`src/sv/soft_knee_compressor_curve_core_defines.svh`:
```
// assertion macros for the soft knee compressor curve core
`ifndef SOFT_KNEE_COMPRESSOR_CURVE_CORE_DEFINES_SVH
`define SOFT_KNEE_COMPRESSOR_CURVE_CORE_DEFINES_SVH

// same-cycle implication, checked out of reset
`define SKCC_ASSERT_IMPL(lbl, pre, post, msg) \
  lbl: assert property (@(posedge clk_i) disable iff (!rst_ni) (pre) |-> (post)) \
    else $error(msg);

// next-cycle implication, checked out of reset
`define SKCC_ASSERT_NEXT(lbl, pre, post, msg) \
  lbl: assert property (@(posedge clk_i) disable iff (!rst_ni) (pre) |=> (post)) \
    else $error(msg);

`endif

```
`src/sv/skcc_pkg.sv`:
```
// shared types and constants for the soft knee compressor curve core
`timescale 1ns / 1ps
package skcc_pkg;

  localparam int FRAC_BITS = 8;
  localparam int LVL_W     = 16;
  localparam int RAT_W     = 13;
  localparam int KNEE_W    = 13;
  localparam int RW        = (RAT_W > FRAC_BITS) ? RAT_W : FRAC_BITS + 1;
  localparam int DIFF_W    = 16;
  localparam int SQ_W      = 2 * (KNEE_W + 1);
  localparam int PW        = SQ_W + RW;
  localparam int KR_W      = KNEE_W + RW;
  localparam int DW        = KR_W + 2;
  localparam int NUM_W     = PW + 2;
  localparam int DEN_W     = DW + 1;
  localparam int QW        = 16;
  localparam int REM_W     = DEN_W;
  localparam int EXT_W     = LVL_W + 2;

  localparam logic [RW-1:0] ONE_FX = RW'(1) << FRAC_BITS;

  localparam int CFG_IDX_W = 2;
  localparam logic [CFG_IDX_W-1:0] CFG_THRESHOLD = 2'd0;
  localparam logic [CFG_IDX_W-1:0] CFG_RATIO     = 2'd1;
  localparam logic [CFG_IDX_W-1:0] CFG_KNEE      = 2'd2;

  typedef enum logic [1:0] {
    MODE_PASS,
    MODE_KNEE,
    MODE_ABOVE
  } mode_e;

  typedef struct packed {
    logic [NUM_W-1:0] num;
    logic [DEN_W-1:0] den;
    logic [LVL_W-1:0] x;
  } div_req_t;

  typedef struct packed {
    logic [QW-1:0]    quo;
    logic [LVL_W-1:0] x;
  } div_rsp_t;

endpackage

```
`src/sv/skcc_div.sv`:
```
// pipelined restoring divider, one quotient bit per stage
`timescale 1ns / 1ps
module skcc_div
  import skcc_pkg::*;
(
  input  logic     clk_i,
  input  logic     rst_ni,
  input  logic     req_valid_i,
  output logic     req_ready_o,
  input  div_req_t req_i,
  output logic     rsp_valid_o,
  input  logic     rsp_ready_i,
  output div_rsp_t rsp_o
);

  logic             v_q   [QW];
  logic [REM_W-1:0] rem_q [QW];
  logic [QW-1:0]    low_q [QW];
  logic [DEN_W-1:0] den_q [QW];
  logic [LVL_W-1:0] x_q   [QW];
  logic [QW:0]      rdy;

  assign rdy[QW] = rsp_ready_i;
  assign req_ready_o = rdy[0];

  for (genvar j = 0; j < QW; j++) begin : g_stage
    logic             v_in;
    logic [REM_W-1:0] rem_in;
    logic [QW-1:0]    low_in;
    logic [DEN_W-1:0] den_in;
    logic [LVL_W-1:0] x_in;
    logic [REM_W:0]   trial;
    logic             ge;
    logic [REM_W-1:0] rem_nx;

    if (j == 0) begin : g_first
      assign v_in   = req_valid_i;
      assign rem_in = REM_W'(req_i.num >> QW);
      assign low_in = req_i.num[QW-1:0];
      assign den_in = req_i.den;
      assign x_in   = req_i.x;
    end else begin : g_next
      assign v_in   = v_q[j-1];
      assign rem_in = rem_q[j-1];
      assign low_in = low_q[j-1];
      assign den_in = den_q[j-1];
      assign x_in   = x_q[j-1];
    end

    assign trial  = {rem_in, low_in[QW-1]};
    assign ge     = trial >= {1'b0, den_in};
    assign rem_nx = ge ? REM_W'(trial - {1'b0, den_in}) : trial[REM_W-1:0];
    assign rdy[j] = !v_q[j] || rdy[j+1];

    always_ff @(posedge clk_i or negedge rst_ni) begin
      if (!rst_ni) begin
        v_q[j] <= 1'b0;
      end else if (rdy[j]) begin
        v_q[j] <= v_in;
      end
    end

    always_ff @(posedge clk_i) begin
      if (rdy[j]) begin
        rem_q[j] <= rem_nx;
        low_q[j] <= {low_in[QW-2:0], ge};
        den_q[j] <= den_in;
        x_q[j]   <= x_in;
      end
    end
  end

  assign rsp_valid_o = v_q[QW-1];
  assign rsp_o.quo   = low_q[QW-1];
  assign rsp_o.x     = x_q[QW-1];

endmodule

```
`src/sv/soft_knee_compressor_curve_core.sv`:
```
// Soft-knee compressor gain curve in the dB domain (signed Q7.8 levels, Q5.8 ratio).
// Each input level beat yields one output level beat. Levels at or below threshold
// minus knee pass unchanged, levels inside the knee follow the quadratic blend and
// levels above it are scaled by the ratio; the result rounds to nearest (ties up)
// and saturates to 16 bits. One beat is accepted every cycle unless the output
// stalls; a beat passes 21 register stages: four front stages (compare, square,
// product, numerator setup), a 16-stage restoring divider that resolves one
// quotient bit per stage, and the saturating output register. The user must
// write registers through the cfg port only while no beat is in flight; the
// block itself does not enforce this.
`timescale 1ns / 1ps
`include "soft_knee_compressor_curve_core_defines.svh"
module soft_knee_compressor_curve_core
  import skcc_pkg::*;
(
  input  logic                 clk_i,
  input  logic                 rst_ni,
  input  logic                 cfg_we_i,
  input  logic [CFG_IDX_W-1:0] cfg_idx_i,
  input  logic [LVL_W-1:0]     cfg_wdata_i,
  input  logic                 s_axis_tvalid,
  output logic                 s_axis_tready,
  input  logic [LVL_W-1:0]     s_axis_tdata,  // [15:0] level_in
  output logic                 m_axis_tvalid,
  input  logic                 m_axis_tready,
  output logic [LVL_W-1:0]     m_axis_tdata   // [15:0] level_out
);

  localparam logic signed [EXT_W-1:0] LVL_MIN = -EXT_W'(32768);
  localparam logic signed [EXT_W-1:0] LVL_MAX = EXT_W'(32767);

  logic [LVL_W-1:0]  thr_q;
  logic [RAT_W-1:0]  ratio_q;
  logic [KNEE_W-1:0] knee_q;

  always_ff @(posedge clk_i or negedge rst_ni) begin
    if (!rst_ni) begin
      thr_q   <= '0;
      ratio_q <= RAT_W'(ONE_FX);
      knee_q  <= '0;
    end else if (cfg_we_i) begin
      unique case (cfg_idx_i)
        CFG_THRESHOLD: thr_q   <= cfg_wdata_i;
        CFG_RATIO:     ratio_q <= cfg_wdata_i[RAT_W-1:0];
        CFG_KNEE:      knee_q  <= cfg_wdata_i[KNEE_W-1:0];
        default:       ;
      endcase
    end
  end

  // stage enables, bubbles collapse
  logic en1, en2, en3, en4, en_out;
  logic div_req_ready, div_rsp_valid;
  logic s1_v_q, s2_v_q, s3_v_q, s4_v_q, out_v_q;

  assign en_out = !out_v_q || m_axis_tready;
  assign en4    = !s4_v_q || div_req_ready;
  assign en3    = !s3_v_q || en4;
  assign en2    = !s2_v_q || en3;
  assign en1    = !s1_v_q || en2;
  assign s_axis_tready = en1;

  always_ff @(posedge clk_i or negedge rst_ni) begin
    if (!rst_ni) begin
      s1_v_q  <= 1'b0;
      s2_v_q  <= 1'b0;
      s3_v_q  <= 1'b0;
      s4_v_q  <= 1'b0;
      out_v_q <= 1'b0;
    end else begin
      if (en1)    s1_v_q  <= s_axis_tvalid;
      if (en2)    s2_v_q  <= s1_v_q;
      if (en3)    s3_v_q  <= s2_v_q;
      if (en4)    s4_v_q  <= s3_v_q;
      if (en_out) out_v_q <= div_rsp_valid;
    end
  end

  // stage 1: region select and distance
  logic signed [EXT_W-1:0] x_ext, t_ext, k_ext, lo, hi, diff;
  logic [RW-1:0]           r_cl;
  mode_e                   mode_d;

  assign x_ext = {{2{s_axis_tdata[LVL_W-1]}}, s_axis_tdata};
  assign t_ext = {{2{thr_q[LVL_W-1]}}, thr_q};
  assign k_ext = {{(EXT_W-KNEE_W){1'b0}}, knee_q};
  assign lo    = t_ext - k_ext;
  assign hi    = t_ext + k_ext;
  assign r_cl  = (RW'(ratio_q) < ONE_FX) ? ONE_FX : RW'(ratio_q);

  always_comb begin
    priority if (x_ext <= lo) begin
      mode_d = MODE_PASS;
    end else if (x_ext < hi) begin
      mode_d = MODE_KNEE;
    end else begin
      mode_d = MODE_ABOVE;
    end
  end

  assign diff = x_ext - ((mode_d == MODE_KNEE) ? lo : t_ext);

  mode_e             s1_mode_q;
  logic [LVL_W-1:0]  s1_x_q;
  logic [DIFF_W-1:0] s1_a_q;
  logic [RW-1:0]     s1_r_q, s1_rm1_q;
  logic [KNEE_W-1:0] s1_k_q;

  always_ff @(posedge clk_i) begin
    if (en1) begin
      s1_mode_q <= mode_d;
      s1_x_q    <= s_axis_tdata;
      s1_a_q    <= diff[DIFF_W-1:0];
      s1_r_q    <= r_cl;
      s1_rm1_q  <= r_cl - ONE_FX;
      s1_k_q    <= knee_q;
    end
  end

  // stage 2: square of knee distance, knee times ratio
  mode_e            s2_mode_q;
  logic [LVL_W-1:0] s2_x_q;
  logic [SQ_W-1:0]  s2_m_q;
  logic [KR_W-1:0]  s2_kr_q;
  logic [RW-1:0]    s2_r_q, s2_rm1_q;

  always_ff @(posedge clk_i) begin
    if (en2) begin
      s2_mode_q <= s1_mode_q;
      s2_x_q    <= s1_x_q;
      s2_m_q    <= (s1_mode_q == MODE_KNEE)
                   ? SQ_W'(s1_a_q[KNEE_W:0]) * SQ_W'(s1_a_q[KNEE_W:0])
                   : SQ_W'(s1_a_q);
      s2_kr_q   <= KR_W'(s1_k_q) * KR_W'(s1_r_q);
      s2_r_q    <= s1_r_q;
      s2_rm1_q  <= s1_rm1_q;
    end
  end

  // stage 3: numerator product and denominator
  mode_e            s3_mode_q;
  logic [LVL_W-1:0] s3_x_q;
  logic [PW-1:0]    s3_p_q;
  logic [DW-1:0]    s3_d_q;

  always_ff @(posedge clk_i) begin
    if (en3) begin
      s3_mode_q <= s2_mode_q;
      s3_x_q    <= s2_x_q;
      s3_p_q    <= (s2_mode_q == MODE_PASS) ? '0 : PW'(s2_m_q) * PW'(s2_rm1_q);
      s3_d_q    <= (s2_mode_q == MODE_KNEE) ? {s2_kr_q, 2'b00} : DW'(s2_r_q);
    end
  end

  // stage 4: rounding numerator, q = floor((2p + d - 1) / 2d), y = x - q
  div_req_t s4_req_q;

  always_ff @(posedge clk_i) begin
    if (en4) begin
      s4_req_q.num <= NUM_W'({s3_p_q, 1'b0}) + NUM_W'(s3_d_q) - NUM_W'(1);
      s4_req_q.den <= {s3_d_q, 1'b0};
      s4_req_q.x   <= s3_x_q;
    end
  end

  div_rsp_t div_rsp;

  skcc_div u_div (
    .clk_i       (clk_i),
    .rst_ni      (rst_ni),
    .req_valid_i (s4_v_q),
    .req_ready_o (div_req_ready),
    .req_i       (s4_req_q),
    .rsp_valid_o (div_rsp_valid),
    .rsp_ready_i (en_out),
    .rsp_o       (div_rsp)
  );

  // output: subtract and saturate
  logic signed [EXT_W-1:0] y_raw;
  logic [LVL_W-1:0]        y_sat;
  logic [LVL_W-1:0]        out_q;

  assign y_raw = {{2{div_rsp.x[LVL_W-1]}}, div_rsp.x} - {{(EXT_W-QW){1'b0}}, div_rsp.quo};

  always_comb begin
    priority if (y_raw < LVL_MIN) begin
      y_sat = LVL_MIN[LVL_W-1:0];
    end else if (y_raw > LVL_MAX) begin
      y_sat = LVL_MAX[LVL_W-1:0];
    end else begin
      y_sat = y_raw[LVL_W-1:0];
    end
  end

  always_ff @(posedge clk_i) begin
    if (en_out) begin
      out_q <= y_sat;
    end
  end

  assign m_axis_tvalid = out_v_q;
  assign m_axis_tdata  = out_q;

  `SKCC_ASSERT_IMPL(a_knee_needs_width, s1_v_q && s1_mode_q == MODE_KNEE, s1_k_q != '0, "knee beat with zero knee width")
  `SKCC_ASSERT_IMPL(a_empty_out_ready, !m_axis_tvalid, s_axis_tready, "input stalled while output empty")
  `SKCC_ASSERT_IMPL(a_div_den_nonzero, s4_v_q, s4_req_q.den != '0, "zero divisor entering divider")
  `SKCC_ASSERT_NEXT(a_s1_advances, s1_v_q && en2, s2_v_q, "beat lost between stage 1 and stage 2")

endmodule

```
`config.mk`:
```
export PLATFORM = sky130hd
export DESIGN_NAME = soft_knee_compressor_curve_core
export DESIGN_NICKNAME = d
export VERILOG_FILES = /design/src/sv/skcc_pkg.sv /design/src/sv/skcc_div.sv /design/src/sv/soft_knee_compressor_curve_core.sv
export VERILOG_INCLUDE_DIRS = /design/src /design/src/sv
export SDC_FILE = /design/constraint.sdc
export NUM_CORES = 2
export LEC_CHECK = 0
export BUFFER_PORTS_ARGS = -buffer_cell sky130_fd_sc_hd__buf_2
export CAP_MARGIN = 10
export CORE_MARGIN = 1.5
export CORE_UTILIZATION = 40
export DETAILED_ROUTE_END_ITERATION = 10
export PLACE_DENSITY = 0.65
export SLEW_MARGIN = 30
export SYNTH_ARGS = -nofsm -noshare
export SYNTH_HDL_FRONTEND = slang
export SYNTH_HIERARCHICAL = 1
export SYNTH_SLANG_ARGS = --single-unit
```
`constraint.sdc`:
```
create_clock -name clk_i -period 38 [get_ports clk_i]
set_input_delay 11.4 -clock clk_i [delete_from_list [all_inputs] [get_ports clk_i]]
set_output_delay 11.4 -clock clk_i [all_outputs]
set_load 0.02 [all_outputs]
```
# Word-level counts from Yosys, hierarchy flattened
# Memory sizes are Yosys's and may differ from the RTL's.
# Index checks and enable logic that the tools add are counted.
# totals
regBits,422
mem_bits_rw,1440
in_bits,39
elab_cells,204
n_memories,4
# mem_list
memory,depth,word_bits,rd,rd_clocked_by_memory_dff,write_ports,line_no,text
u_div.den_q,16,29,15,0,16,skcc_div.sv:19,logic [DEN_W-1:0] den_q [QW];
u_div.rem_q,16,29,15,0,16,skcc_div.sv:17,logic [REM_W-1:0] rem_q [QW];
u_div.low_q,16,16,16,0,16,skcc_div.sv:18,logic [QW-1:0] low_q [QW];
u_div.x_q,16,16,16,0,16,skcc_div.sv:20,logic [LVL_W-1:0] x_q [QW];
# classes
addsub,23
mul,3
magnitude_cmp,21
n_eq_ne,5
muxes,55
n_reduce_logical,47
# ops
operator,n
$mux 29,16
$ge 30x29->1,15
$sub 29x29->29,15
$mux 16,3
$add 42x28->43,1
$sub 43x1->43 const B,1
$mul 28x13->41,1
$mux 1,32
$ge 28x29->1,1
$sub 28x29->29,1
$mul 14x14->28,1
$mul 13x13->26,1
$mux 13,2
$logic_not 1->1,21
$logic_or 1x1->1,21
$gt 18x16->1 const B,1
$lt 18x16->1 const B,1
$sub 16x17->18,1
$add 16x14->17,1
$le 16x17->1,1
$lt 16x17->1,1
$sub 16x14->17,1
$sub 16x16->16,1
$lt 13x9->1 const B,1
6 further kinds,13

# Depth between registers and ports, before layout
# depth
word_depth,22
ltp_mapped,34

# Modules after synthesis
# The synthesis kept the hierarchy.
# modules_own_cells
mod,instances,cells_per_inst,area_each_um2
skcc_div,1,5668,70020.9
soft_knee_compressor_curve_core,1,4077,41552.4

# Least setup slack after synthesis
# OpenSTA, ideal clock, no wires.
# synth_path
kind,input port to output port
startpoint,input port m_axis_tready
endpoint,output port s_axis_tready
arrival_ns,23.729
t_required_ns,26.600
setup_slack_ns,2.871
path_stages,12
n_path_buf,0
cell_sequence,nand2b_1 > nor2b_1 > nand2_1 > nor2_1 > and2_1 > and3_1 > and3_1 > nand3_1 > nor2_1 > nand4_1 > nor2b_1 > nand4_1
# synth_between
elab_chain_cells,21
# synth_lines
element,line_no,text
"start, declared",soft_knee_compressor_curve_core.sv:25,"input logic m_axis_tready,"
$logic_or 1x1->1,soft_knee_compressor_curve_core.sv:56,assign en_out = !out_v_q || m_axis_tready;
$logic_or 1x1->1 (2 in a row),skcc_div.sv:53,assign rdy[j] = !v_q[j] || rdy[j+1];
named net u_div.rdy[14],skcc_div.sv:21,logic [QW:0] rdy;
$logic_or 1x1->1 (10 in a row),skcc_div.sv:53,
named net u_div.rdy[4],skcc_div.sv:21,
$logic_or 1x1->1 (4 in a row),skcc_div.sv:53,
named net div_req_ready,soft_knee_compressor_curve_core.sv:53,"logic div_req_ready, div_rsp_valid;"
$logic_or 1x1->1,soft_knee_compressor_curve_core.sv:57,assign en4 = !s4_v_q || div_req_ready;
$logic_or 1x1->1,soft_knee_compressor_curve_core.sv:58,assign en3 = !s3_v_q || en4;
$logic_or 1x1->1,soft_knee_compressor_curve_core.sv:59,assign en2 = !s2_v_q || en3;
$logic_or 1x1->1,soft_knee_compressor_curve_core.sv:60,assign en1 = !s1_v_q || en2;
"end, declared",soft_knee_compressor_curve_core.sv:22,"output logic s_axis_tready,"
# The timed path passes the listed nets, and every way through them passes these cells.

# Worst setup path after layout
# layout_path
startpoint,input port m_axis_tready
endpoint,output port s_axis_tready
# layout_between
elab_chain_cells,21
# layout_lines
element,line_no,text
$logic_or 1x1->1,soft_knee_compressor_curve_core.sv:56,
named net en_out,soft_knee_compressor_curve_core.sv:52,"logic en1, en2, en3, en4, en_out;"
$logic_or 1x1->1 (2 in a row),skcc_div.sv:53,
named net u_div.rdy[14],skcc_div.sv:21,
$logic_or 1x1->1 (10 in a row),skcc_div.sv:53,
named net u_div.rdy[4],skcc_div.sv:21,
$logic_or 1x1->1 (4 in a row),skcc_div.sv:53,
named net div_req_ready,soft_knee_compressor_curve_core.sv:53,
$logic_or 1x1->1,soft_knee_compressor_curve_core.sv:57,
$logic_or 1x1->1,soft_knee_compressor_curve_core.sv:58,
$logic_or 1x1->1,soft_knee_compressor_curve_core.sv:59,
$logic_or 1x1->1,soft_knee_compressor_curve_core.sv:60,
# The timed path passes the listed nets, and every way through them passes these cells.

==> impl_metrics.ini <==
[clocking]
insertion_delay_ns = 0.87
clk_path_buf_depth = 4
htree_levels = 4
cts_post_setup_buffers_inserted = 0
holdBufCountCts = 0
clockRootBuffer = clkbuf_16
ctsResizeCount = 0
clk_pin_slew_worst_paths_ns = 0.06
cts.sinks = 1788
cts_tree = done
cts_made_buffers = 194

[global_route]
track_usage_pct = 16.75
antenna_found_initial = 3
grt_pass1_wl_mm = 380.4
grt_pass1_vias = 71905
overflow = 0
grt_max_degree = 92

[critical_path]
required_ns = 26.60
critPathKind = primary input to output pin
cp.arrival_ns = 16.78
cp_max_fo = 34
critPathLaunchType = primary input
cp-end-kind = output pin

[routing]
drc = 0
wl_per_cell_um = 17.31
drt_wl_total_mm = 236.6
via_count = 70637
first_pass_iters = 6
drt-initial-drc-count = 4364
ant_nets = 0
viasPerCell = 5.167

[final_layout]
layout_common_cells = edfxtp_1, inv_1, nand2_1
synthToLayoutAreaGrowth_pct = 9.882
finalNetCount = 11261
layout_commonest_cell = edfxtp_1
drive_gt1_share_pct = 7.356

[synthesis]
yosysTopAreaCell = edfxtp_1
synthFlopType = edfxtp_1
synth_edf_count = 1725
yosys_warnings = 6
netlist_instances = 9745
synth.area.top_cells = edfxtp_1, fa_1, ha_1
synth-seq-cells = 1788
mappedNetlistArea_mm2 = 0.1116
async_reset_ff_share_pct = 3.523
synth-seq-area-share_pct = 47.84
synth_cell_types = 109
syn_area_per_cell_um2 = 11.45
synth.top_cell.area_share_pct = 46.43

[floorplanning]
io_pins = 57
coreArea_mm2 = 0.2770
die_width_um = 531.1
initial_core_util_pct = 40.28
die-area_mm2 = 0.2821
rows = 193
die_h_um = 531.1

[run]
cap_viol_max_count = 0

[min_path]
hold_class = register to register

[place]
gp_congestion = 0.9150
hpwlAfterDp_mm = 185.5
io_buffer_count = 56

[sta]
slew_violations = 0
slew_headroom_pct = 36.22
finalHoldViolCount = 0
rsz0062_at_grt = no
setup_viol = 0
clock_skew_ns = 0.09996
fin_setup_tns_ns = 0
fin_crit_ns = 28.18
max_slew.worst_pin.slew_ns = 0.9567
period_share_pct = 74.17
clock.fmax_ghz = 0.03548

[run_status]
status = finished clean
==> stage by stage <==
step	cells	worst slack [ns]	instance area, um^2	hold WS [ns]	util (%)
floorplan	9746	2.871	111600	0.4003	-
global placement	13306	9.792	116000	0.4011	41.87
detailed placement	13312	9.729	116100	0.4045	41.92
CTS	13663	9.701	122500	0.3283	44.23
global route	13670	9.382	122600	0.3342	44.26
finish	13671	9.815	122600	0.3420	44.26
==> final timing paths <==
| path | from | end | slack [ns] | depth (start not counted) |
|---|---|---|---|---|
| setup reg to reg | thr_q[0] | s1_a_q[14] | 30.63 | 32 |
| hold / removal | s4_req_q[6] | u_div/x_q[0][6] | 0.34 | 0 |
| min in group asynchronous | rst_ni | ratio_q[1] | 10.59 | 1 |
| hold reg to reg | s4_req_q[6] | u_div/x_q[0][6] | 0.34 | 0 |
| max in group asynchronous | rst_ni | s4_v_q | 26.91 | 1 |
| setup / recovery | m_axis_tready | s_axis_tready | 9.82 | 17 |
==> synth_stat cells, types with 17 or more instances <==
library cell and n:
mux2_2 180, dfrtp_1 62, o31ai_1 42, o21ai_0 473
a21oi_1 533, a211oi_1 64, inv_1 1329, nor4_1 25
xor2_1 219, o21a_1 86, buf_2 43, fa_1 545
nor3_1 101, o21bai_1 74, a21o_1 278, mux2i_1 22
nand2_1 889, o21ai_1 27, nand3_1 113, nor3b_1 17
o31a_1 20, xnor2_1 308, nand4_1 84, or3_1 31
clkbuf_1 181, and3_1 57, nand2b_1 113, and2_1 302
a31o_2 19, a31oi_1 57, o211ai_1 30, or2_2 34
edfxtp_1 1725, nor2b_1 102, ha_1 868, nor2_1 393
==> sequential cells by signal, indices dropped and copies added (netlist names), 15 cells and up <==
| name | count |
|---|---|
| m_axis_tdata | 16 |
| s1_a_q | 16 |
| s1_x_q | 16 |
| s2_kr_q | 26 |
| s2_m_q | 28 |
| s2_x_q | 16 |
| s3_d_q | 28 |
| s3_p_q | 41 |
| s3_x_q | 16 |
| s4_req_q | 87 |
| thr_q | 16 |
| u_div/den_q | 435 |
| u_div/g_stage.v_in | 15 |
| u_div/low_q | 256 |
| u_div/rem_q | 435 |
| u_div/x_q | 256 |
==> area by class of cell <==
class,instances,area (um^2)
clock buffers,229,5087
fillers,25165,154400
clock inverters,122,1318
multi-input cells,6378,52330
inverters,1332,5007
diodes,2,5.005
repair buffers,115,837.1
flip-flops and latches,1788,53380
well taps,3705,4636
==> cells by family (layout without fill, tap and decap cells) <==
| logic type | after synthesis | count (layout) | synth area share [%] |
|---|---|---|---|
| other cells | 1 | 4 | 0.003361 |
| flops | 1788 | 1788 | 47.84 |
| buf+inv | 1580 | 1798 | 5.418 |
| fa+ha+maj | 1413 | 1413 | 19.51 |
| compound gates | 1915 | 1915 | 11.00 |
| xor+xnor | 527 | 527 | 4.137 |
| simple gates | 2315 | 2315 | 10.02 |
| mux | 206 | 206 | 2.068 |
==> per-layer routing <==
layer	track usage, %	vias up	part of all wire (%)
met4	6.809	2	4.2
met3	1.880	488	3.8
li1	-	34146	-
met5	0	-	0.0055
met2	30.55	1573	51
met1	19.93	34428	41
==> critical path, cell delays in order <==
cell and delay [ns]:
buf_2 0.09, nand2b_1 0.13, buf_4 0.23, nor2b_1 0.51
nand2_4 0.33, nor2_1 0.30, and2_1 0.28, and3_1 0.31
and3_1 0.37, nand3_4 0.37, nor2_1 0.61, nand4_1 0.18
buf_4 0.28, nor2b_1 0.62, nand4_1 0.17, buf_4 0.32
buf_2 0.24
Power is not shown: default switching activity piles up to over one toggle a cycle in this logic, so the estimate is an artifact.
